`config.mk`:
```
export PLATFORM = sky130hd
export DESIGN_NAME = rgf_color
export DESIGN_NICKNAME = d
export VERILOG_FILES = /design/src/sv/rgf_pkg.sv /design/src/sv/rgf_color.sv
export SDC_FILE = /design/constraint.sdc
export NUM_CORES = 1
export LEC_CHECK = 0
export BUFFER_PORTS_ARGS = -buffer_cell sky130_fd_sc_hd__buf_2
export CELL_PAD_IN_SITES_DETAIL_PLACEMENT = 1
export CELL_PAD_IN_SITES_GLOBAL_PLACEMENT = 2
export CORE_AREA = 2 2 181 316
export DETAILED_ROUTE_END_ITERATION = 8
export DIE_AREA = 0 0 183 318
export PLACE_DENSITY = 0.93
export SKIP_CTS_REPAIR_TIMING = 1
export SLEW_MARGIN = 10
export SYNTH_ARGS = -nofsm -noshare
export SYNTH_HDL_FRONTEND = slang
export SYNTH_SLANG_ARGS = --single-unit
```
`constraint.sdc`:
```
create_clock -name clk_i -period 9 [get_ports clk_i]
set_input_delay 0.9 -clock clk_i [delete_from_list [all_inputs] [get_ports clk_i]]
set_output_delay 0.9 -clock clk_i [all_outputs]
set_load 0.005 [all_outputs]
```
`src/sv/rgf_pkg.sv`:
```
// Shared types, constants and color wheel function of the rainbow frame generator.
package rgf_pkg;

  parameter int unsigned NumLedsDef = 30;
  parameter logic [15:0] BlendPeriodRst = 16'd100;

  localparam int unsigned ChanN = 3;
  localparam int unsigned IdxW = 6;
  localparam int unsigned PalW = 5;
  localparam int unsigned ProdW = 24;
  localparam int unsigned DivW = 16;
  localparam int unsigned DivBitsPerStage = 2;
  localparam int unsigned DivStages = ProdW / DivBitsPerStage;

  localparam logic [7:0] WheelSeg1 = 8'd85;
  localparam logic [7:0] WheelSeg2 = 8'd170;
  localparam logic [7:0] LevelMax = 8'd255;

  localparam logic RegBlendPeriod = 1'b0;
  localparam logic OpRainbow = 1'b0;
  localparam logic OpFill = 1'b1;

  typedef struct packed {
    logic                  op;
    logic [7:0]            rot;
    logic [15:0]           phase;
    logic [ChanN-1:0][7:0] fill;
  } rgf_req_t;

  typedef struct packed {
    rgf_req_t        req;
    logic [IdxW-1:0] led_index;
    logic            last;
  } rgf_led_t;

  typedef struct packed {
    logic [ChanN-1:0][7:0] cur;
    logic [ChanN-1:0]      neg;
    logic [IdxW-1:0]       led_index;
    logic                  last;
  } rgf_side_t;

  typedef struct packed {
    logic [ChanN-1:0][DivW-1:0]  rem;
    logic [ChanN-1:0][ProdW-1:0] num;
    rgf_side_t                   side;
  } rgf_div_t;

  function automatic logic [ChanN-1:0][7:0] wheel_rgb(input logic [7:0] v);
    logic [7:0]            u;
    logic [7:0]            up;
    logic [7:0]            dn;
    logic [ChanN-1:0][7:0] rgb;
    if (v < WheelSeg1) begin
      u = v;
    end else if (v < WheelSeg2) begin
      u = v - WheelSeg1;
    end else begin
      u = v - WheelSeg2;
    end
    up = 8'(u * 3);
    dn = LevelMax - up;
    if (v < WheelSeg1) begin
      rgb[0] = dn;
      rgb[1] = 8'd0;
      rgb[2] = up;
    end else if (v < WheelSeg2) begin
      rgb[0] = 8'd0;
      rgb[1] = up;
      rgb[2] = dn;
    end else begin
      rgb[0] = up;
      rgb[1] = dn;
      rgb[2] = 8'd0;
    end
    return rgb;
  endfunction

  function automatic logic [DivW+ProdW-1:0] div_step(input logic [DivW+ProdW-1:0] rn,
                                                      input logic [DivW-1:0] d);
    logic [DivW:0]   t;
    logic            q;
    logic [DivW-1:0] r;
    t = {rn[DivW+ProdW-1:ProdW], rn[ProdW-1]};
    q = (t >= {1'b0, d});
    r = q ? DivW'(t - {1'b0, d}) : t[DivW-1:0];
    return {r, rn[ProdW-2:0], q};
  endfunction

endpackage

```
`src/sv/rgf_color.sv`:
```
// Three pipeline stages: palette index, palette lookup with difference, and blend product.
module rgf_color #(
  parameter int unsigned NumLeds = rgf_pkg::NumLedsDef
) (
  input  logic              clk_i,
  input  logic              rst_ni,
  input  logic              en_i,
  input  logic              item_valid_i,
  input  rgf_pkg::rgf_led_t item_i,
  output logic              out_valid_o,
  output rgf_pkg::rgf_div_t out_o
);

  localparam int unsigned HalfLeds = NumLeds / 2;
  localparam int unsigned PalDepth = 2 ** rgf_pkg::PalW;
  localparam logic [rgf_pkg::IdxW-1:0] Half6 = rgf_pkg::IdxW'(HalfLeds);
  localparam logic [rgf_pkg::IdxW:0] Full7 = (rgf_pkg::IdxW + 1)'(2 * HalfLeds);
  localparam logic [rgf_pkg::PalW-1:0] PalLast = rgf_pkg::PalW'(HalfLeds - 1);

  logic [rgf_pkg::PalW-1:0]               rot_mod [256];
  logic [rgf_pkg::ChanN-1:0][7:0]         pal [PalDepth];

  for (genvar g = 0; g < 256; g++) begin : g_rot
    localparam logic [rgf_pkg::PalW-1:0] ModVal = rgf_pkg::PalW'(g % HalfLeds);
    assign rot_mod[g] = ModVal;
  end

  for (genvar k = 0; k < PalDepth; k++) begin : g_pal
    if (k < HalfLeds) begin : g_used
      localparam logic [7:0] WheelPos = 8'(255 - (k * 256) / HalfLeds);
      assign pal[k] = rgf_pkg::wheel_rgb(WheelPos);
    end else begin : g_unused
      assign pal[k] = '0;
    end
  end

  logic [rgf_pkg::IdxW-1:0] j;
  logic [rgf_pkg::IdxW-1:0] i6;
  logic [rgf_pkg::IdxW-1:0] sum6;
  logic [rgf_pkg::IdxW-1:0] c6;
  logic [rgf_pkg::PalW-1:0] c_d, n_d;
  logic                     black_d;

  assign j       = item_i.led_index;
  assign black_d = {1'b0, j} >= Full7;
  assign i6      = (j >= Half6) ? (j - Half6) : (Half6 - 1'b1 - j);
  assign sum6    = {1'b0, rot_mod[item_i.req.rot]} + {1'b0, i6[rgf_pkg::PalW-1:0]};
  assign c6      = (sum6 >= Half6) ? (sum6 - Half6) : sum6;
  assign c_d     = c6[rgf_pkg::PalW-1:0];
  assign n_d     = (c_d == PalLast) ? '0 : (c_d + 1'b1);

  logic                     s1_valid_q;
  logic [rgf_pkg::PalW-1:0] s1_c_q, s1_n_q;
  logic                     s1_black_q;
  rgf_pkg::rgf_led_t        s1_item_q;

  logic                                  s2_valid_q;
  logic [rgf_pkg::ChanN-1:0][7:0]        s2_cur_q, s2_cur_d;
  logic [rgf_pkg::ChanN-1:0][8:0]        s2_diff_q, s2_diff_d;
  logic [15:0]                           s2_phase_q;
  logic [rgf_pkg::IdxW-1:0]              s2_idx_q;
  logic                                  s2_last_q;
  logic [rgf_pkg::ChanN-1:0][7:0]        pc, pn;

  assign pc = pal[s1_c_q];
  assign pn = pal[s1_n_q];

  always_comb begin
    for (int ch = 0; ch < rgf_pkg::ChanN; ch++) begin
      if (s1_item_q.req.op == rgf_pkg::OpFill) begin
        s2_cur_d[ch]  = s1_item_q.req.fill[ch];
        s2_diff_d[ch] = '0;
      end else if (s1_black_q) begin
        s2_cur_d[ch]  = '0;
        s2_diff_d[ch] = '0;
      end else begin
        s2_cur_d[ch]  = pc[ch];
        s2_diff_d[ch] = {1'b0, pn[ch]} - {1'b0, pc[ch]};
      end
    end
  end

  logic                                          s3_valid_q;
  rgf_pkg::rgf_div_t                             s3_q, s3_d;
  logic [rgf_pkg::ChanN-1:0][8:0]                abs_diff;

  always_comb begin
    s3_d.rem            = '0;
    s3_d.side.led_index = s2_idx_q;
    s3_d.side.last      = s2_last_q;
    for (int ch = 0; ch < rgf_pkg::ChanN; ch++) begin
      s3_d.side.neg[ch] = s2_diff_q[ch][8];
      s3_d.side.cur[ch] = s2_cur_q[ch];
      abs_diff[ch]      = s2_diff_q[ch][8] ? (9'd0 - s2_diff_q[ch]) : s2_diff_q[ch];
      s3_d.num[ch]      = rgf_pkg::ProdW'(abs_diff[ch][7:0]) * rgf_pkg::ProdW'(s2_phase_q);
    end
  end

  always_ff @(posedge clk_i or negedge rst_ni) begin
    if (!rst_ni) begin
      s1_valid_q <= 1'b0;
      s2_valid_q <= 1'b0;
      s3_valid_q <= 1'b0;
    end else if (en_i) begin
      s1_valid_q <= item_valid_i;
      s2_valid_q <= s1_valid_q;
      s3_valid_q <= s2_valid_q;
    end
  end

  always_ff @(posedge clk_i) begin
    if (en_i) begin
      s1_c_q     <= c_d;
      s1_n_q     <= n_d;
      s1_black_q <= black_d;
      s1_item_q  <= item_i;
      s2_cur_q   <= s2_cur_d;
      s2_diff_q  <= s2_diff_d;
      s2_phase_q <= s1_item_q.req.phase;
      s2_idx_q   <= s1_item_q.led_index;
      s2_last_q  <= s1_item_q.last;
      s3_q       <= s3_d;
    end
  end

  assign out_valid_o = s3_valid_q;
  assign out_o       = s3_q;

endmodule

```
=== Word-level counts from Yosys, hierarchy flattened ===
Memory sizes are Yosys's and may differ from the RTL's.
Index checks and enable logic that the tools add are counted.
Widths: inputs -> output; s select.

* Add/subtract/negate cells: 11
* Multiply operators: 3
* Div/mod/pow operators: 0
* Magnitude comparators: 6
* Equality and inequality tests: 1
* Shift-type cells: 0
* Muxes and demuxes: 17
* Bitwise gates (word level): 3
* Reductions and logical operators: 1

{| class="wikitable"
|+ Operators by type and width
! kind !! number
|-
| $mux 24 || 4
|-
| $mul 8x16->24 || 3
|-
| $mux 8 || 9
|-
| $sub 8x8->9 || 3
|-
| $sub 1x8->8 const A || 3
|-
| $mux 5 || 4
|-
| $ge 6x4->1 const B || 2
|-
| $ge 6x6->1 const B || 2
|-
| $not 5->6 || 2
|-
| $sub 5x4->5 const B || 2
|-
| $ge 9x9->1 const B || 1
|-
| $not 8->9 || 1
|-
| $add 5x5->6 || 1
|-
| $ge 6x5->1 const B || 1
|-
| $add 5x1->5 const B || 1
|-
| $eq 5x4->1 const B || 1
|-
| $sub 4x5->5 const A || 1
|-
| $reduce_or 2->1 || 1
|}

* Register bits: 242
* Latch bits: 0
* Memory bits (writable): 0
* ROM bits: 2,816
* Bits of input ports: 60
* Output and inout port bits: 155
* Word-level logic and storage cells: 76
* Memories kept: 3

{| class="wikitable"
|+ Memory list
! name !! words !! bits a word !! rd ports !! clocked after Yosys merged registers in !! wr ports !! RTL line !! source
|-
| (name not given) || 256 || 5 || 1 || 0 || 0 || rgf_color.sv:47 || <nowiki>assign sum6 = {1'b0, rot_mod[item_i.req.rot]} + {1'b0, i6[rgf_pkg::PalW-1:0]};</nowiki>
|-
| (name not given) || 32 || 24 || 1 || 0 || 0 || rgf_color.sv:66 || <nowiki>assign pn = pal[s1_n_q];</nowiki>
|-
| (name not given) || 32 || 24 || 1 || 0 || 0 || rgf_color.sv:65 || <nowiki>assign pc = pal[s1_c_q];</nowiki>
|}

=== Logic depth before layout (Yosys ltp) ===
Gate-level depths: netlist of the first run.

* Depth after elaboration: 8
* Gate-level depth with buffers: 24
* Gate-level depth less buffers: 22

=== Worst setup path after synthesis of the first run ===
OpenSTA, ideal clock, no wires.

* Kind: reg2reg
* Start: register s2_diff_q[9] in the netlist's numbering
* End: register s3_q (netlist bit out_o[78]) (data pin)
* Library setup time: 260 ps
* Arrival time: 5,466 ps
* Required time: 8,740 ps
* Slack: 3,275 ps
* Cell stages (with the launch flop): 24
* Buffers on the path: 2
* Clock period less this slack: 5,725 ps
* Cells stage by stage: edfxtp_1 clkbuf_1 inv_1 ha_1 nand2b_1 o21ai_0 xor2_1 clkbuf_1 nand2b_1 fa_1 fa_1 inv_1 fa_1 inv_1 fa_1 inv_1 ha_1 a21o_1 a21o_1 a21o_1 o2111a_1 or2_2 a21boi_0 xnor2_1

{| class="wikitable"
|+ RTL lines
! what !! RTL line !! source
|-
| start, declared || rgf_color.sv:59 || <nowiki>logic [rgf_pkg::ChanN-1:0][8:0] s2_diff_q, s2_diff_d;</nowiki>
|-
| start signal, assigned || rgf_color.sv:118 || <nowiki>s2_diff_q <= s2_diff_d;</nowiki>
|-
| end signal, assigned || rgf_color.sv:122 || <nowiki>s3_q <= s3_d;</nowiki>
|-
| end, declared || rgf_color.sv:84 || <nowiki>rgf_pkg::rgf_div_t s3_q, s3_d;</nowiki>
|}

==> results of run 1 <==
[worst max path at each step]
stage	from	to	slack, ps	cells after the start
after floorplan	s2_diff_q[9]	out_o[78]	3270	23
after global placement	item_i[48]	s1_n_q[0]	2950	22
after detailed placement	item_i[48]	s1_n_q[2]	2550	22
after CTS	s2_diff_q[18]	out_o[103]	2800	18
after global routing	s2_diff_q[9]	out_o[75]	2530	19
final	s2_diff_q[9]	out_o[74]	2830	19
[synthesized netlist by cell type, types with 4 or more instances]
cell type / number
inv_1: 314
fa_1: 256
edfxtp_1: 239
nand2_1: 220
and2_1: 179
ha_1: 179
nor2_1: 90
nor2b_1: 90
clkbuf_1: 88
a21oi_1: 84
o21ai_0: 77
xnor2_1: 61
a21o_1: 55
buf_4: 48
nand2b_1: 37
nor3_1: 33
xor2_1: 26
nand3_1: 23
a211oi_1: 16
and3_1: 16
o211ai_1: 16
o21bai_1: 14
a31oi_1: 12
nor3b_1: 10
mux2i_1: 9
o21a_1: 9
o31ai_1: 8
or3_1: 8
or2_2: 7
buf_2: 6
mux2_2: 6
and2b_1: 5
nand4_1: 5
o311ai_0: 5
a211o_1: 4
a21boi_0: 4
o211a_1: 4
[registers in the layout (all words and copies together) (netlist names), 5 cells and up]
register	flops
s1_n_q	5
s2_idx_q	6
s1_item_q	48
s2_cur_q	24
s1_c_q	5
s2_phase_q	16
out_o	106
s2_diff_q	27
[logic make-up (layout without fill, tap and decap cells)]
family / after synthesis / after routing / share of synthesized area, %
adders and majority gates: 436 / 436 / 31.11
and+or+nand+nor: 737 / 737 / 16.09
xor gates and xnor gates: 87 / 87 / 3.215
AOI/OAI and AO/OA: 349 / 349 / 9.708
other: 1 / 52 / 0.01582
muxes: 20 / 20 / 1.072
buffers and inverters: 465 / 561 / 8.193
DFF: 242 / 242 / 30.60
[area by class of cell]
type	instances	area (sq um)	area share, %
antenna	4	10.01	0.03847
sequential	242	7252	27.87
tap	702	878.3	3.375
clock inverter	19	250.2	0.9616
timing repair buffer	192	1036	3.981
multi-input combinational	1677	14690	56.43
clock buffer	31	711.9	2.736
inverter	319	1199	4.606
[stage by stage]
stage / std cells / utilization, %
after floorplan: 2384 / -
after detailed placement: 3132 / 44.87
after global routing: 3185 / 46.61
final: 3186 / 46.61
after CTS: 3182 / 46.59
after global placement: 3132 / 44.87
[per-layer routing]
layer  track usage (%)  vias up  share of wire, %
met5                 0        -             0.045
met4             12.02        4               5.9
met3             2.187      178               3.3
met2             41.51      381                57
met1             20.90     8701                34
li1                  -     7844                 -
==> impl_metrics.json, run 1 <==
{
  "status": "finished clean",
  "pin_count": 215,
  "port_buffers": 166,
  "wirelength_um": 60090,
  "vias": 17108,
  "grt_usage_pct": 21.07,
  "maxSlewHeadroom_pct": 16.49,
  "n_fill_cell": 6269,
  "dieArea_sq_um": 58190,
  "report.final.slew_viol_count": 0,
  "die_y_um": 318,
  "final_nets": 2955,
  "r2r-start": "s2_diff_q[9]",
  "hp-class": "in -> async",
  "overflow": 0,
  "path_class": "reg -> reg",
  "reg2reg_to": "out_o[74]",
  "drtIter0Drc": 589,
  "tightest_slew_ps": 1244,
  "yosysUniqueCellTypes": 80,
  "endpoint_kind": "flip-flop",
  "final_common_cell": "inv_1",
  "dp_hpwl_um": 46870,
  "drc": 0,
  "r2r_cells": 19,
  "firstDrtPassIters": 5,
  "slowest_delay_ps": 670,
  "setup_tns_ps": 0,
  "clock_path_buffers": 3,
  "slowest_stage": "edfxtp_1",
  "floorplan.initialDensity_pct": 42.46,
  "pre_cts_ws_ps": 2552,
  "grt_antenna_before_repair": 5,
  "worstPathArrival_ps": 6480,
  "cts-buffers-inserted": 28,
  "fin_area_sq_um": 26020,
  "core_area_sq_um": 55830,
  "drive_gt1_share_pct": 10.81,
  "fp.dieW_um": 183,
  "crit_family": "adder cells",
  "path_common_cell": "fa_1",
  "wl_per_cell_um": 18.86,
  "cp-start-kind": "flip-flop",
  "async_reset_ff_share_pct": 1.240,
  "rows": 115,
  "syn_area_sq_um": 23700,
  "fin_hold_ws_ps": 85.46,
  "cts.sinks": 242,
  "htreeDepth": 1,
  "rsz0062_at_grt": "no",
  "synthCells": 2337,
  "synth_top_area_share_pct": 30.28,
  "syn_to_final_growth_pct": 9.787,
  "yosys-top-cells-area": "edfxtp_1 (30%), fa_1 (22%), ha_1 (9.4%)",
  "fin_ws_ps": 2834,
  "grt_max_degree": 91,
  "clock_skew_ps": 30.64,
  "drv_cap": 0,
  "root_buffer": "clkbuf_16",
  "worstPathMaxFanout": 18,
  "period_share_pct": 68.51,
  "critPathBufInv": 4,
  "vias_per_cell": 5.370,
  "avgSynthCellArea_sq_um": 10.14,
  "grt_pass1_wl_um": 97750,
  "worstPathCellList": "or3_1 > o31ai_1 > xor2_1 > buf_4 > nand2b_1 > fa_1 > fa_1 > inv_1 > fa_1 > inv_1 > fa_1 > inv_1 > ha_1 > and3_1 > nor3b_1 > o211ai_1 > o21ai_0 > or4_1 > nand3_1",
  "clk_latency_ps": 610,
  "fmaxAchievable_mhz": 162.2,
  "synth_flop_cell": "edfxtp_1",
  "cts.clk_slew.worst_paths_ps": 60,
  "post_dp_cell_area_sq_um": 25050,
  "yosys_warnings": 0,
  "required_ps": 9310,
  "first_global_vias": 19229,
  "synth_seq_cells": 242,
  "mostFrequentLayoutCells": "inv_1 (314), fa_1 (256), edfxtp_1 (239), nand2_1 (220)",
  "setup_violations": 0,
  "synth_top_area_cell": "edfxtp_1",
  "synth_edf_count": 239,
  "postRouteAntennaNets": 0,
  "r2r_setup_slack_ps": 2830,
  "place.gp.congestion": 0.8398,
  "seq_area_frac_synth_pct": 30.60,
  "layout_min_cycle_time_ps": 6166,
  "hold_viol_final": 0,
  "cts_tree": "done"
}
Power of run 1 is left out: the tool's default activity adds up to more than one toggle a clock period on the data nets, which glitch-free logic cannot reach.
==> inputs of run 2 (changes only) <==
--- a/config.mk
+++ b/config.mk
@@ -8,10 +8,10 @@
 export BUFFER_PORTS_ARGS = -buffer_cell sky130_fd_sc_hd__buf_2
 export CELL_PAD_IN_SITES_DETAIL_PLACEMENT = 1
 export CELL_PAD_IN_SITES_GLOBAL_PLACEMENT = 2
-export CORE_AREA = 2 2 181 316
+export CORE_AREA = 2 2 188 328
 export DETAILED_ROUTE_END_ITERATION = 8
-export DIE_AREA = 0 0 183 318
-export PLACE_DENSITY = 0.93
+export DIE_AREA = 0 0 190 330
+export PLACE_DENSITY = 0.87
 export SKIP_CTS_REPAIR_TIMING = 1
 export SLEW_MARGIN = 10
 export SYNTH_ARGS = -nofsm -noshare
==> constraint.sdc (replaced) <==
create_clock -name clk_i -period 6.11 [get_ports clk_i]
set_input_delay 0.611 -clock clk_i [delete_from_list [all_inputs] [get_ports clk_i]]
set_output_delay 0.611 -clock clk_i [all_outputs]
set_load 0.005 [all_outputs]
==> run 2 against run 1 <==
Final cell count increased by 3.4%. Non-clock buffer count increased by 29. Via count decreased by 1.1%. Critical path depth decreased by 1. Clock skew decreased by 5.3 ps. Largest cell class unchanged. Count of clock-buffer cells in the layout decreased by 3. Die area increased by 7.7%. Register-to-register slack got worse by 2500 ps. Sequential cell count unchanged. Global-route usage decreased by 1.6 points.
==> impl_metrics.json, run 2 (synthesis results as in run 1) <==
{
  "first_global_vias": 18977,
  "hold_viol_final": 0,
  "layout_min_cycle_time_ps": 5823,
  "r2r_cells": 18,
  "core_area_sq_um": 60000,
  "die_y_um": 330,
  "firstDrtPassIters": 4,
  "period_share_pct": 95.30,
  "pin_count": 215,
  "status": "finished clean",
  "wl_per_cell_um": 18.18,
  "endpoint_kind": "flip-flop",
  "cts_tree": "done",
  "cts-buffers-inserted": 27,
  "hold_path_end": "s1_item_q[19]",
  "reg2reg_to": "out_o[103]",
  "floorplan.initialDensity_pct": 39.50,
  "postRouteAntennaNets": 0,
  "final_common_cell": "inv_1",
  "tightest_slew_ps": 1142,
  "drive_gt1_share_pct": 12.16,
  "worstPathArrival_ps": 6230,
  "cts.sinks": 242,
  "port_buffers": 166,
  "rsz0062_at_grt": "no",
  "drv_cap": 0,
  "setup_violations": 0,
  "clock_path_buffers": 3,
  "fmaxAchievable_mhz": 171.7,
  "mostFrequentLayoutCells": "inv_1 (314), fa_1 (256), edfxtp_1 (239), nand2_1 (220)",
  "dieArea_sq_um": 62700,
  "dp_hpwl_um": 47070,
  "r2r-start": "s2_diff_q[18]",
  "htreeDepth": 1,
  "report.final.slew_viol_count": 0,
  "drtIter0Drc": 637,
  "cts.clk_slew.worst_paths_ps": 70,
  "root_buffer": "clkbuf_16",
  "final_nets": 2983,
  "place.gp.congestion": 0.8142,
  "grt_max_degree": 131,
  "grt_pass1_wl_um": 97250,
  "grt_usage_pct": 19.44,
  "grt_antenna_before_repair": 2,
  "largest_register_ffs": 106,
  "clk_latency_ps": 590,
  "fin_ws_ps": 287.3,
  "pre_cts_ws_ps": 63.23,
  "worstPathMaxFanout": 16,
  "r2r_setup_slack_ps": 290,
  "maxSlewHeadroom_pct": 23.90,
  "drc": 0,
  "fp.dieW_um": 190,
  "path_class": "reg -> reg",
  "vias_per_cell": 5.134,
  "required_ps": 6520,
  "vias": 16918,
  "min-delay-start": "item_i[19]",
  "wirelength_um": 59920,
  "hp-class": "in -> reg",
  "clock_skew_ps": 25.35,
  "fin_hold_ws_ps": 190.1,
  "hold-path-cell-count": 1,
  "rows": 119,
  "overflow": 0,
  "syn_to_final_growth_pct": 11.27,
  "cp-start-kind": "flip-flop"
}
## run 2: per-stage QoR
stage	TNS (ps)	instances	area [sq um]	utilization, %
2_1_floorplan	0	2384	23880	-
3_3_place_gp	0	3242	25360	42.27
3_5_place_dp	0	3242	25360	42.27
4_1_cts	-58.45	3291	26290	43.81
5_1_grt	0	3295	26370	43.95
6_report	0	3295	26370	43.95
## run 2: metal layers
metal | vias up | track usage, % | wire length (um)
li1 | 7903 | - | -
met1 | 8597 | 20.10 | 21360
met2 | 318 | 39.45 | 34640
met3 | 98 | 1.774 | 1767
met4 | 2 | 7.634 | 2140
met5 | - | 0 | 7
## run 2: area by class of cell
class	count	area, sq um
Clock inverter	21	245.2
Sequential cell	242	7252
Timing Repair Buffer	221	1269
Tap cell	786	983.4
Inverter	319	1199
Multi-Input combinational cell	1677	14740
Antenna cell	1	2.502
Fill cell	6786	33630
Clock buffer	28	679.4
## run 2: worst max-delay path, cell delays in order (launching register included)
cell      delay, ps
edfxtp_1        450
or3_1           480
o31ai_2         320
xnor2_2         270
and2_1          260
fa_1            480
inv_1            60
fa_1            520
inv_1            60
fa_1            540
inv_1            60
fa_1            530
inv_1            40
ha_1            340
and3_1          240
a221o_1         320
a41o_1          270
and4_4          200
nor4_2          180
## run 2: worst max-delay path by stage
stage,startpoint,end,slack [ps],cells after the start
after detailed placement,s2_diff_q[18],out_o[103],60,19
final,s2_diff_q[18],out_o[103],290,18
after CTS,s2_diff_q[18],out_o[103],-40,19
after floorplan,s2_diff_q[9],out_o[78],380,23
after global placement,item_i[48],s1_n_q[0],210,23
after global routing,s2_diff_q[9],out_o[78],3,20
Power of run 2 is left out for the same reason.
