--- config.mk ---
export PLATFORM = sky130hd
export DESIGN_NAME = rgf_seq
export DESIGN_NICKNAME = d
export VERILOG_FILES = /design/src/sv/rgf_pkg.sv /design/src/sv/rgf_seq.sv
export SDC_FILE = /design/constraint.sdc
export NUM_CORES = 1
export LEC_CHECK = 0
export BUFFER_PORTS_ARGS = -buffer_cell sky130_fd_sc_hd__buf_2
export CORE_ASPECT_RATIO = 0.9
export CORE_MARGIN = 5
export CORE_UTILIZATION = 43
export DETAILED_ROUTE_END_ITERATION = 10
export PLACE_DENSITY = 0.89
export SLEW_MARGIN = 20
export SYNTH_ARGS = -nofsm -noshare
export SYNTH_HDL_FRONTEND = slang
export SYNTH_SLANG_ARGS = --single-unit
--- constraint.sdc ---
create_clock -name clk_i -period 3.1 [get_ports clk_i]
set_input_delay 0.465 -clock clk_i [delete_from_list [all_inputs] [get_ports clk_i]]
set_output_delay 0.465 -clock clk_i [all_outputs]
set_load 0.02 [all_outputs]
--- src/sv/rgf_pkg.sv ---
// Shared types, constants and color wheel function of the rainbow frame generator.
package rgf_pkg;

  parameter int unsigned NumLedsDef = 30;
  parameter logic [15:0] BlendPeriodRst = 16'd100;

  localparam int unsigned ChanN = 3;
  localparam int unsigned IdxW = 6;
  localparam int unsigned PalW = 5;
  localparam int unsigned ProdW = 24;
  localparam int unsigned DivW = 16;
  localparam int unsigned DivBitsPerStage = 2;
  localparam int unsigned DivStages = ProdW / DivBitsPerStage;

  localparam logic [7:0] WheelSeg1 = 8'd85;
  localparam logic [7:0] WheelSeg2 = 8'd170;
  localparam logic [7:0] LevelMax = 8'd255;

  localparam logic RegBlendPeriod = 1'b0;
  localparam logic OpRainbow = 1'b0;
  localparam logic OpFill = 1'b1;

  typedef struct packed {
    logic                  op;
    logic [7:0]            rot;
    logic [15:0]           phase;
    logic [ChanN-1:0][7:0] fill;
  } rgf_req_t;

  typedef struct packed {
    rgf_req_t        req;
    logic [IdxW-1:0] led_index;
    logic            last;
  } rgf_led_t;

  typedef struct packed {
    logic [ChanN-1:0][7:0] cur;
    logic [ChanN-1:0]      neg;
    logic [IdxW-1:0]       led_index;
    logic                  last;
  } rgf_side_t;

  typedef struct packed {
    logic [ChanN-1:0][DivW-1:0]  rem;
    logic [ChanN-1:0][ProdW-1:0] num;
    rgf_side_t                   side;
  } rgf_div_t;

  function automatic logic [ChanN-1:0][7:0] wheel_rgb(input logic [7:0] v);
    logic [7:0]            u;
    logic [7:0]            up;
    logic [7:0]            dn;
    logic [ChanN-1:0][7:0] rgb;
    if (v < WheelSeg1) begin
      u = v;
    end else if (v < WheelSeg2) begin
      u = v - WheelSeg1;
    end else begin
      u = v - WheelSeg2;
    end
    up = 8'(u * 3);
    dn = LevelMax - up;
    if (v < WheelSeg1) begin
      rgb[0] = dn;
      rgb[1] = 8'd0;
      rgb[2] = up;
    end else if (v < WheelSeg2) begin
      rgb[0] = 8'd0;
      rgb[1] = up;
      rgb[2] = dn;
    end else begin
      rgb[0] = up;
      rgb[1] = dn;
      rgb[2] = 8'd0;
    end
    return rgb;
  endfunction

  function automatic logic [DivW+ProdW-1:0] div_step(input logic [DivW+ProdW-1:0] rn,
                                                      input logic [DivW-1:0] d);
    logic [DivW:0]   t;
    logic            q;
    logic [DivW-1:0] r;
    t = {rn[DivW+ProdW-1:ProdW], rn[ProdW-1]};
    q = (t >= {1'b0, d});
    r = q ? DivW'(t - {1'b0, d}) : t[DivW-1:0];
    return {r, rn[ProdW-2:0], q};
  endfunction

endpackage

--- src/sv/rgf_seq.sv ---
// Request register and LED counter that issues one LED item per cycle while en_i is high.
module rgf_seq #(
  parameter int unsigned NumLeds = rgf_pkg::NumLedsDef
) (
  input  logic             clk_i,
  input  logic             rst_ni,
  input  logic             en_i,
  input  logic             req_valid_i,
  input  rgf_pkg::rgf_req_t req_i,
  output logic             req_ready_o,
  output logic             item_valid_o,
  output rgf_pkg::rgf_led_t item_o
);

  localparam logic [rgf_pkg::IdxW-1:0] LastIdx = rgf_pkg::IdxW'(NumLeds - 1);

  logic                       busy_q, busy_d;
  logic [rgf_pkg::IdxW-1:0]   cnt_q, cnt_d;
  rgf_pkg::rgf_req_t          req_q, req_d;
  logic                       is_last;
  logic                       issue;
  logic                       accept;

  assign is_last     = (cnt_q == LastIdx);
  assign issue       = busy_q & en_i;
  assign req_ready_o = ~busy_q | (issue & is_last);
  assign accept      = req_valid_i & req_ready_o;

  always_comb begin
    busy_d = busy_q;
    cnt_d  = cnt_q;
    req_d  = req_q;
    if (issue) begin
      if (is_last) begin
        busy_d = 1'b0;
      end else begin
        cnt_d = cnt_q + 1'b1;
      end
    end
    if (accept) begin
      busy_d = 1'b1;
      cnt_d  = '0;
      req_d  = req_i;
    end
  end

  always_ff @(posedge clk_i or negedge rst_ni) begin
    if (!rst_ni) begin
      busy_q <= 1'b0;
    end else begin
      busy_q <= busy_d;
    end
  end

  always_ff @(posedge clk_i) begin
    cnt_q <= cnt_d;
    req_q <= req_d;
  end

  assign item_valid_o     = busy_q;
  assign item_o.req       = req_q;
  assign item_o.led_index = cnt_q;
  assign item_o.last      = is_last;

endmodule

* Word level (Yosys, flattened, before mapping) *
Index checks and enable logic that the tools add are counted.

word-level totals
  word-level logic and storage cells = 23
  RAM bits = 0
  register bits = 56
  latch bits = 0
  ROM bits = 0
  bits of input ports = 53
  memories kept = 0

cells by class
  reductions and logical operators = 4
  bitwise gates (word level) = 6
  equal/unequal tests = 1
  $mul = 0
  shift operators = 0
  divide/modulo/power cells = 0
  $lt $le $gt $ge = 0
  $add $sub $neg = 1
  multiplexer cells = 3

operators by type and width
  cell                   number
  $add A6 B1 Y6 const B  1
  $eq A6 B5 Y1 const B   1
  $reduce_and A2 Y1      2
  $reduce_bool A2 Y1     2
  $and A1 B1 Y1          3
  $mux W1                3
  $not A1 Y1             2
  $or A1 B1 Y1           1

* Longest topological paths before layout *
Gate-level depths: netlist (run 1).

  depth after elaboration = 6
  gate-level depth with buffers = 5
  gate-level depth less buffers = 5

* Least setup slack after synthesis (run 1) *
No wires, ideal clock.

  kind = register to register
  start = register cnt_q[0] (netlist bit)
  end = register req_q (netlist bit item_o[10]) (enable)
  setup slack = 132 ps
  cell stages (with the launch flop) = 5
  path buffers = 0
  period minus slack after synthesis = 2,968 ps
  arrival = 2,556 ps
  setup time = 411 ps
  path through = dfxtp_1 > ha_1 > nand4b_2 > o21ai_2 > and2_1

on the way
  word-level cells in the longest chain between the ends = 4

ends and longest elaborated chain
  element                 line           RTL
  from (decl)             rgf_seq.sv:18  logic [rgf_pkg::IdxW-1:0] cnt_q, cnt_d;
  from (signal assigned)  rgf_seq.sv:56  cnt_q <= cnt_d;
  $eq A6 B5 Y1            rgf_seq.sv:24  assign is_last = (cnt_q == LastIdx);
  $and A1 B1 Y1           rgf_seq.sv:26  assign req_ready_o = ~busy_q | (issue & is_last);
  $or A1 B1 Y1            rgf_seq.sv:26
  via req_ready_o         rgf_seq.sv:10  output logic req_ready_o,
  $and A1 B1 Y1           rgf_seq.sv:27  assign accept = req_valid_i & req_ready_o;
  via accept              rgf_seq.sv:22  logic accept;
  to (signal assigned)    rgf_seq.sv:57  req_q <= req_d;
  to (decl)               rgf_seq.sv:19  rgf_pkg::rgf_req_t req_q, req_d;

The timed path passes the listed nets, and every way through them passes these cells.
A chain may end at the register's enable or synchronous reset.

* Final worst setup path (run 1) *
  start = register cnt_q[0] (netlist bit)
  end = register req_q (netlist bit item_o[16]) (enable)

on the way
  word-level cells in the longest chain between the ends = 4

ends and longest elaborated chain
  element        line
  $eq A6 B5 Y1   rgf_seq.sv:24
  $and A1 B1 Y1  rgf_seq.sv:26
  $or A1 B1 Y1   rgf_seq.sv:26
  $and A1 B1 Y1  rgf_seq.sv:27
  via accept     rgf_seq.sv:22

The timed path passes the listed nets, and every way through them passes these cells.

==> impl_metrics.toml, run 1 <==
[route]
initial_drt_pass_iterations = 4
antenna_violating_nets_post_route = 0
vias_per_cell = 4.73
totalWireLength_um = 4440
detail_route.drc_violations = 0
via_count = 1323
drt-wirelength-per-cell_um = 15.9
drt_iter0_drc = 45

[floorplanning]
die_y_um = 74
top_level_i_o_count = 111
core_mm2 = 0.00443
die_area_mm2 = 0.00600
die_width_um = 81.1
starting_density_of_the_core_pct = 44.2
floorplan.rows = 23

[timing]
timing.hold.ws_ps = 328
finalWorstSetupSlack_ps = 775
finalCritPeriodShare_pct = 75.0
period_needed_ps = 2330
max_clock_freq_mhz = 430
worst_margin_slew_ps = 548
hold_viol_final = 0
setup-violations-final = 0
relSlewSlack_pct = 63.5
maxSlewViolCount = 0
rsz0062_at_grt = "no"
final.setup.tns_ps = 0
finalClockSkew_ps = 6.53

[placed_design]
post-place-cells = 271
place_congestion = 0.923
dpl.hpwl_um = 3480
dp_slack_ps = 806
port_buffers = 110
post_dp_cell_area_mm2 = 0.00258

[cells_and_area]
antenna_cells_inserted = 0
drive_above_1_share_pct = 57.8
synthToLayoutAreaGrowth_pct = 36.9
final_core_util_pct = 60.4
num-nets-final = 272
layout.cells.non_filler = 280
post-route-cell-area_mm2 = 0.00268

[clocking]
cts-root-buf = "sky130_fd_sc_hd__clkbuf_8"
numCtsBuffers = 5
cts-resized-gates = 0
htreeDepth = 2
clk_path_buf_depth = 2
cts_tree = "built"
clock_pin_transition_on_the_worst_setup_and_hold_timing_paths_ps = 100
cts.hold.buffers_added = 1
numClockSinks = 56
cts_post_setup_buffers_inserted = 0
clk_latency_ps = 300

[power_and_ir_drop]
peakVddDrop_mv = 0.539
design_power_total_mw = 1.93
static-leakage-power_nw = 1.13
power_density_mw_per_mm2 = 722

[worst_setup_path]
crit_required_ps = 3110
timing.critical_path.cells = "ha_1 > nand4b_2 > o21ai_2 > and2_2 > buf_12"
crit_arrival_ps = 2340
rr_startpoint = "cnt_q[0]$_SDFFE_PP0P_"
cpLargestDelayFamily = "simple AND/OR/NAND/NOR gates"
critPathMaxFanout = 26
kind_of_start_point_of_the_critical_path = "register"
cp_startpoint = "cnt_q[0]$_SDFFE_PP0P_"
setup.worst_path.class = "reg2reg"
worstSetupEndpointType = "register"
critPathSlowestCell = "sky130_fd_sc_hd__and2_2"
cp_num_buf_inv = 1
timing.critical_path.slowest_cell_delay_ps = 540

[grt]
initial_antenna_violation_count = 0
met3_usage_pct = 6.05
gr_overflow_total = 0
global_route_wire_length_before_repair_um = 6120
gr-usage-all-layers_pct = 13.7
grt_start_max_net_pins = 27
routing_layer_with_the_top_usage_in_global_route = "met2"
globalRouteMet2Util_pct = 24.2
first_global_vias = 1244
gr-usage-met1_pct = 15.9

[yosys]
post_synth_instance_area_mm2 = 0.00196
netlist_instances = 102
synth_sequential_area_ratio_pct = 82.6
synthesized_netlist_net_count = 157
synth.avg_cell_area_um2 = 19.2
synth.distinct_cells = 34
ys_seq_elements = 56
synth_warnings = 0

[min_path]
hp-class = "in2reg"
min-delay-start = "req_i[39]"

[job]
max-cap-violations = 0

[status]
run_status = "finished, final reports clean"
==> path summary, 6_finish.rpt <==
| check | endpoint | slack [ps] | depth (start not counted) |
|---|---|---|---|
| max reg2reg | item_o[16]$_DFFE_PP_ | 770 | 5 |
| min reg2reg | cnt_q[5]$_SDFFE_PP0P_ | 540 | 2 |
| max | item_o[16]$_DFFE_PP_ | 770 | 5 |
| min in group asynchronous | item_valid_o$_DFFE_PN0P_ | 450 | 2 |
| min | item_o[46]$_DFFE_PP_ | 330 | 1 |
| max in group asynchronous | item_valid_o$_DFFE_PN0P_ | 2560 | 2 |
==> final cells by class <==
| cell class | count | area [µm²] |
|---|---|---|
| Fill cell | 354 | 1750 |
| Timing Repair Buffer | 112 | 581 |
| Sequential cell | 56 | 1620 |
| Clock buffer | 5 | 68.8 |
| Clock inverter | 3 | 22.5 |
| Multi-Input combinational cell | 40 | 305 |
| Tap cell | 62 | 77.6 |
| Inverter | 2 | 7.51 |
==> layout by cell type, fill, tap and decap left out, types with 2 or more instances in the layout <==
master	instances
sky130_fd_sc_hd__clkbuf_8	5
sky130_fd_sc_hd__buf_2	110
sky130_fd_sc_hd__inv_1	2
sky130_fd_sc_hd__edfxtp_1	49
sky130_fd_sc_hd__nor2_1	2
sky130_fd_sc_hd__o2111ai_1	2
sky130_fd_sc_hd__nand3b_1	2
sky130_fd_sc_hd__ha_1	2
sky130_fd_sc_hd__nand4_1	4
sky130_fd_sc_hd__nand2_1	4
sky130_fd_sc_hd__a221o_1	2
sky130_fd_sc_hd__nand3_1	3
sky130_fd_sc_hd__dfxtp_1	6
==> registers in the layout, indices dropped and copies added (netlist names) <==
signal,count
item_o,49
cnt_q,6
item_valid_o,1
==> where the power goes <==
part	internal (mW)	total (mW)	switching, mW
logic	0.196	0.517	0.321
registers	0.941	1.03	0.0864
clock network	0.162	0.390	0.228
==> cells in the mapped netlist (all sizes together) <==
master,n,area (µm²)
a221o,2,20.0
dfxtp,6,120
nand4b,2,23.8
edfxtp,49,1470
o2111ai,2,17.5
mux2i,1,10.0
inv,2,7.51
nand3,3,15.0
o311a,1,10.0
and2,1,6.26
nand4,4,25.0
nand2,4,15.0
nor2,2,7.51
or2,1,6.26
o31ai,1,12.5
o21ai,2,13.8
nand3b,2,15.0
a2111o,1,11.3
ha,2,25.0
dfrtp,1,25.0
buf,4,28.8
nand2b,1,6.26
nor2b,1,6.26
or3b,1,8.76
or3,2,18.8
and4b,1,10.0
a211oi,1,7.51
a21oi,1,5.00
a22oi,1,7.51
==> logic make-up after synthesis <==
| group | after synthesis | synth area share, % |
|---|---|---|
| adder cells (fa/ha/maj) | 2 | 1.28 |
| buffers and inverters | 6 | 1.85 |
| AND/OR/NAND/NOR | 25 | 8.38 |
| flip-flops | 56 | 82.6 |
| multiplexers | 1 | 0.512 |
| AO/OA/AOI/OAI | 12 | 5.37 |
==> per-layer routing <==
metal,vias up,wire length (µm)
li1,635,-
met1,603,1600
met2,83,2190
met3,2,622
met4,0,22
met5,-,0
(Power assumes the default switching activity.)
==> inputs of run 2 (changes only) <==
--- a/config.mk
+++ b/config.mk
@@ -5,12 +5,13 @@
 export SDC_FILE = /design/constraint.sdc
 export NUM_CORES = 1
 export LEC_CHECK = 0
+export ABC_AREA = 1
 export BUFFER_PORTS_ARGS = -buffer_cell sky130_fd_sc_hd__buf_2
 export CORE_ASPECT_RATIO = 0.9
 export CORE_MARGIN = 5
-export CORE_UTILIZATION = 43
+export CORE_UTILIZATION = 39
 export DETAILED_ROUTE_END_ITERATION = 10
-export PLACE_DENSITY = 0.89
+export PLACE_DENSITY = 0.86
 export SLEW_MARGIN = 20
 export SYNTH_ARGS = -nofsm -noshare
 export SYNTH_HDL_FRONTEND = slang
==> constraint.sdc (replaced) <==
create_clock -name clk_i -period 2.1 [get_ports clk_i]
set_input_delay 0.315 -clock clk_i [delete_from_list [all_inputs] [get_ports clk_i]]
set_output_delay 0.315 -clock clk_i [all_outputs]
set_load 0.02 [all_outputs]
==> impl_metrics.toml, run 2 <==
[status]
run_status = "finished, final reports clean"

[cells_and_area]
antenna_cells_inserted = 0
synthToLayoutAreaGrowth_pct = 38.5
num-nets-final = 296
layout.cells.non_filler = 307
layout.cells.most_common = "sky130_fd_sc_hd__buf_2"
final_core_util_pct = 55.4
layout.cells.most_common_list = "sky130_fd_sc_hd__buf_2 (110), sky130_fd_sc_hd__edfxtp_1 (49), sky130_fd_sc_hd__nand2_1 (32), sky130_fd_sc_hd__inv_1 (13)"
drive_above_1_share_pct = 52.1
largest_register_ffs = 49

[power_and_ir_drop]
power_density_mw_per_mm2 = 865
static-leakage-power_nw = 1.22
design_power_total_mw = 2.32
share_comb_of_total_power_pct = 17.5
clkPwrFrac_pct = 24.4
netSwitchingFraction_pct = 27.8
p_seq_share_pct = 58.1
peakVddDrop_mv = 0.352
internal_power_mw = 1.67
switchingPower_mw = 0.644

[placed_design]
place_congestion = 0.781
port_buffers = 110
post-place-cells = 298
dpl.hpwl_um = 3250

[worst_setup_path]
setup.worst_path.class = "reg2out"
timing.critical_path.cells = "ha_1 > inv_1 > nor2_1 > nand3_2 > nand2_4 > buf_2"
worstSetupEndpointType = "output pin"
cp_num_buf_inv = 2
critPathSlowestCell = "sky130_fd_sc_hd__dfxtp_1"
timing.critical_path.slowest_cell_delay_ps = 410
critPathMaxFanout = 5
kind_of_start_point_of_the_critical_path = "register"
crit_required_ps = 1780
crit_arrival_ps = 1450
cpLargestDelayFamily = "flip-flops"

[grt]
grt_start_max_net_pins = 50
initial_antenna_violation_count = 1
gr-usage-all-layers_pct = 12.6
global_route_wire_length_before_repair_um = 6380
first_global_vias = 1337
gr_overflow_total = 0

[floorplanning]
die_width_um = 84.2
die_y_um = 76.8
core_mm2 = 0.00483
die_area_mm2 = 0.00647
floorplan.rows = 24
top_level_i_o_count = 111
starting_density_of_the_core_pct = 40.0

[yosys]
post-synth-top-area-fraction_pct = 76.1
netlist_top_cells_count = "sky130_fd_sc_hd__edfxtp_1 (49), sky130_fd_sc_hd__nand2_1 (32), sky130_fd_sc_hd__inv_1 (13), sky130_fd_sc_hd__dfxtp_1 (6), sky130_fd_sc_hd__nor2_1 (6)"
synth_sequential_area_ratio_pct = 83.6
synth.avg_cell_area_um2 = 15.7
ys_top_cells_by_area = "sky130_fd_sc_hd__edfxtp_1 (76%), sky130_fd_sc_hd__dfxtp_1 (6.2%), sky130_fd_sc_hd__nand2_1 (6.2%)"
synth_enable_flop_cells = 49
synth.distinct_cells = 18
netlist_instances = 123
ys_seq_elements = 56
synth_warnings = 0
async_reset_ff_share_pct = 1.79
yosysMostFrequentCell = "sky130_fd_sc_hd__edfxtp_1"
postSynth.topFlopCell = "sky130_fd_sc_hd__edfxtp_1"
synthDominantAreaCellType = "sky130_fd_sc_hd__edfxtp_1"
post_synth_instance_area_mm2 = 0.00193
synthesized_netlist_net_count = 178

[route]
drt-wirelength-per-cell_um = 13.3
detail_route.drc_violations = 0
topRoutingLayerUsed = "met5"
initial_drt_pass_iterations = 4
met2_wirelength_um = 1990
totalWireLength_um = 4080
vias_per_cell = 4.14
antenna_violating_nets_post_route = 0
wl_met3_um = 464
via_count = 1272
drt-met1-wl_um = 1570
drt_iter0_drc = 33

[job]
max-cap-violations = 0

[clocking]
htreeDepth = 2
numCtsBuffers = 5
cts_tree = "built"
clk_path_buf_depth = 2
numClockSinks = 56
clk_latency_ps = 290
clock_pin_transition_on_the_worst_setup_and_hold_timing_paths_ps = 100
cts-root-buf = "sky130_fd_sc_hd__clkbuf_8"

[timing]
finalCritPeriodShare_pct = 84.2
worst_margin_slew_ps = 324
relSlewSlack_pct = 78.3
final.setup.tns_ps = 0
max_clock_freq_mhz = 565
period_needed_ps = 1770
hold_viol_final = 0
maxSlewViolCount = 0
setup-violations-final = 0
rsz0062_at_grt = "no"
finalClockSkew_ps = 8.87

[min_path]
hp-class = "in2reg"
[run 2: metrics by stage]
stage	instance area [µm²]	setup slack [ps]	hold WS [ps]
floorplan	1930	22.5	19.4
global placement	2580	459	89.8
detailed placement	2580	381	90.9
CTS	2680	314	174
global route	2680	238	163
finish	2680	331	183
[run 2: cells by family after synthesis]
kind of cell / Yosys count / share of synthesized area [%]
and+or+nand+nor: 45 / 10.5
AOI/OAI and AO/OA: 2 / 0.711
xor gates and xnor gates: 1 / 0.453
adders and majority gates: 2 / 1.29
buffers and inverters: 17 / 3.49
DFF: 56 / 83.6
[run 2: path summary, 6_finish.rpt]
path | end | depth (start not counted) | from | slack [ps]
worst min-delay path | item_o[20]$_DFFE_PP_ | 1 | req_i[13] | 180
worst max register to register | item_o[48]$_DFFE_PP_ | 8 | cnt_q[0]$_SDFFE_PP0P_ | 370
worst max-delay path | req_ready_o | 6 | cnt_q[0]$_SDFFE_PP0P_ | 330
max in group asynchronous | item_valid_o$_DFFE_PN0P_ | 2 | rst_ni | 1700
min in group asynchronous | item_valid_o$_DFFE_PN0P_ | 2 | rst_ni | 320
worst min register to register | cnt_q[4]$_SDFFE_PP0P_ | 4 | cnt_q[4]$_SDFFE_PP0P_ | 590
[run 2: power groups by stage]
stage / logic (mW) / clock network (mW) / registers [mW]
2_1_floorplan: 0.158 / 0 / 1.45
3_3_place_gp: 0.403 / 0 / 1.37
3_5_place_dp: 0.407 / 0 / 1.37
4_1_cts: 0.411 / 0.588 / 1.35
5_1_grt: 0.450 / 0.637 / 1.36
6_report: 0.405 / 0.567 / 1.35
[run 2: routing by layer]
metal | vias to the layer above | global-route usage (%)
met5 | - | 0
met1 | 559 | 13.8
met3 | 4 | 5.79
li1 | 644 | -
met4 | 2 | 3.86
met2 | 63 | 21.6
[run 2: layout make-up]
| class | count | area, µm² |
|---|---|---|
| clock buffers | 5 | 68.8 |
| clock inverters | 3 | 21.3 |
| fillers | 399 | 2160 |
| inverters | 16 | 60.1 |
| multi-input cells | 50 | 250 |
| flip-flops and latches | 56 | 1620 |
| well taps | 65 | 81.3 |
| repair buffers | 112 | 581 |
[run 2: repair_timing]
action	CTS	global route
hold buffers	1	0
resized for setup	0	0
setup buffers	0	0
endpoints found under the hold margin	1	0
==> inputs of run 3 (changes only) <==
==> constraint.sdc (replaced) <==
create_clock -name clk_i -period 1.43 [get_ports clk_i]
set_input_delay 0.2145 -clock clk_i [delete_from_list [all_inputs] [get_ports clk_i]]
set_output_delay 0.2145 -clock clk_i [all_outputs]
set_load 0.02 [all_outputs]
==> impl_metrics.toml, run 3 (synthesized netlist as in run 2, its figures left out) <==
[status]
run_status = "complete, but fails checks"
failing_checks = "negative setup slack"

[worst_setup_path]
kind_of_start_point_of_the_critical_path = "register"
cpLargestDelayFamily = "flip-flops"
critPathSlowestCell = "sky130_fd_sc_hd__dfxtp_4"
crit_required_ps = 1220
reg2reg_slack_ps = -20
setup.worst_path.class = "reg2out"
cp_num_buf_inv = 2
worstSetupEndpointType = "output pin"
rr_worst_depth = 8
timing.critical_path.slowest_cell_delay_ps = 390
crit-reg2reg-capture = "item_o[17]$_DFFE_PP_"
crit_arrival_ps = 1280
critPathMaxFanout = 5
timing.critical_path.cells = "ha_4 > inv_2 > nor2_4 > nand3_2 > nand2_4 > buf_6"
rr_startpoint = "cnt_q[0]$_SDFFE_PP0P_"

[timing]
finalCritPeriodShare_pct = 105
period_needed_ps = 1500
worst_margin_slew_ps = 345
relSlewSlack_pct = 76.9
max_clock_freq_mhz = 668
setup-violations-final = 31
finalWorstSetupSlack_ps = -66.7
maxSlewViolCount = 0
rsz0062_at_grt = "yes"
final.setup.tns_ps = -381
finalClockSkew_ps = 6.79
hold_viol_final = 0

[cells_and_area]
drive_above_1_share_pct = 61.2
post-route-cell-area_mm2 = 0.00297
antenna_cells_inserted = 0
multi_input_comb_area_um2 = 309
n_fill_cell = 401
layout.cells.most_common_list = "sky130_fd_sc_hd__buf_2 (108), sky130_fd_sc_hd__edfxtp_1 (49), sky130_fd_sc_hd__nand2_1 (26), sky130_fd_sc_hd__inv_1 (9)"
largest_register_ffs = 49
layout.cells.non_filler = 320
num-nets-final = 309
synthToLayoutAreaGrowth_pct = 53.7
layout.cells.most_common = "sky130_fd_sc_hd__buf_2"
seq_area_mm2 = 0.00163

[route]
drt-wirelength-per-cell_um = 14.0
initial_drt_pass_iterations = 4
totalWireLength_um = 4480
antenna_violating_nets_post_route = 0
vias_per_cell = 4.28
via_count = 1370
drt_iter0_drc = 36
detail_route.drc_violations = 0

[placed_design]
post_dp_cell_area_mm2 = 0.00263
place_congestion = 0.773
port_buffers = 110
dpl.hpwl_um = 3230
post-place-cells = 300

[floorplanning]
floorplan.rows = 24
die_area_mm2 = 0.00647
core_mm2 = 0.00483
top_level_i_o_count = 111
starting_density_of_the_core_pct = 40.0
die_width_um = 84.2
die_y_um = 76.8

[grt]
initial_antenna_violation_count = 0
gr-usage-all-layers_pct = 13.2
first_global_vias = 1380
global_route_wire_length_before_repair_um = 6670
grt_start_max_net_pins = 26
gr_overflow_total = 0

[clocking]
clk_latency_ps = 290
cts_tree = "built"
numCtsBuffers = 5
cts-root-buf = "sky130_fd_sc_hd__clkbuf_8"
clk_path_buf_depth = 2
clock_pin_transition_on_the_worst_setup_and_hold_timing_paths_ps = 100
htreeDepth = 2
numClockSinks = 56

[job]
max-cap-violations = 0

[min_path]
min-delay-start = "req_i[21]"
hp-class = "in2reg"
whs_path_cells = 1
worstHoldEndpoint = "item_o[28]$_DFFE_PP_"

[power_and_ir_drop]
static-leakage-power_nw = 1.33
power_density_mw_per_mm2 = 1220
peakVddDrop_mv = 0.702
run 3: cell count changes in the layout (fill, tap and decap cells not counted), moves of 3 or more:
| cell | before | now |
|---|---|---|
| sky130_fd_sc_hd__nand2_1 | 32 | 26 |
| sky130_fd_sc_hd__buf_6 | 0 | 5 |
| sky130_fd_sc_hd__inv_2 | 1 | 4 |
| sky130_fd_sc_hd__clkinv_8 | 0 | 3 |
| sky130_fd_sc_hd__nand2_2 | 0 | 4 |
| sky130_fd_sc_hd__dfxtp_1 | 6 | 1 |
| sky130_fd_sc_hd__inv_1 | 13 | 9 |
| sky130_fd_sc_hd__dfxtp_2 | 0 | 3 |
run 3: worst max path at each step:
| stage | from | end | slack [ps] | depth (start not counted) |
|---|---|---|---|---|
| 2_1_floorplan | cnt_q[1]$_SDFFE_PP0P_ | item_o[10]$_DFFE_PP_ | -30 | 8 |
| 3_3_place_gp | cnt_q[1]$_SDFFE_PP0P_ | item_o[7]$_DFFE_PP_ | 30 | 8 |
| 3_5_place_dp | cnt_q[1]$_SDFFE_PP0P_ | item_o[7]$_DFFE_PP_ | -10 | 8 |
| 4_1_cts | cnt_q[1]$_SDFFE_PP0P_ | req_ready_o | -100 | 7 |
| 5_1_grt | cnt_q[1]$_SDFFE_PP0P_ | req_ready_o | -150 | 7 |
| 6_report | cnt_q[0]$_SDFFE_PP0P_ | req_ready_o | -70 | 6 |
run 3: report_power, final:
group          switching (mW)  internal (mW)
logic                   0.476          0.329
registers              0.0722           1.91
clock network           0.479          0.348
total                    1.03           2.59
run 3: through the flow:
stage / total power [mW] / hold WS, ps / util (%) / setup WS (ps)
2_1_floorplan: 2.43 / -81.1 / - / -25.3
3_3_place_gp: 2.68 / -11.5 / 54.5 / 31.2
3_5_place_dp: 2.70 / -5.40 / 54.5 / -12.7
4_1_cts: 3.55 / 72.0 / 57.3 / -105
5_1_grt: 3.83 / 59.7 / 61.5 / -146
6_report: 3.62 / 85.9 / 61.5 / -66.7
run 3: repair_timing:
| item | 4_1_cts | 5_1_grt |
|---|---|---|
| gates resized for setup | 8 | 23 |
| gates cloned | 1 | 5 |
| hold buffers | 1 | 0 |
| setup buffers | 0 | 5 |
| endpoints found under the hold margin | 1 | 0 |
| endpoints found under the setup margin | 51 | 57 |
| pin swaps | 3 | 9 |
run 3: area by class of cell:
cell class	instances	area share (%)
Timing Repair inverter	6	3.41
Tap cell	65	2.74
Clock inverter	3	0.715
Sequential cell	56	54.8
Timing Repair Buffer	119	22.8
Inverter	16	2.90
Clock buffer	5	2.31
Multi-Input combinational cell	50	10.4
run 3: metal layers:
metal / global-route usage [%] / wire length (µm) / vias to the layer above
met2: 25.4 / 2450 / 59
met4: 2.89 / 10 / 0
met5: 0 / 0 / -
met1: 13.6 / 1620 / 633
li1: - / - / 676
met3: 4.82 / 407 / 2
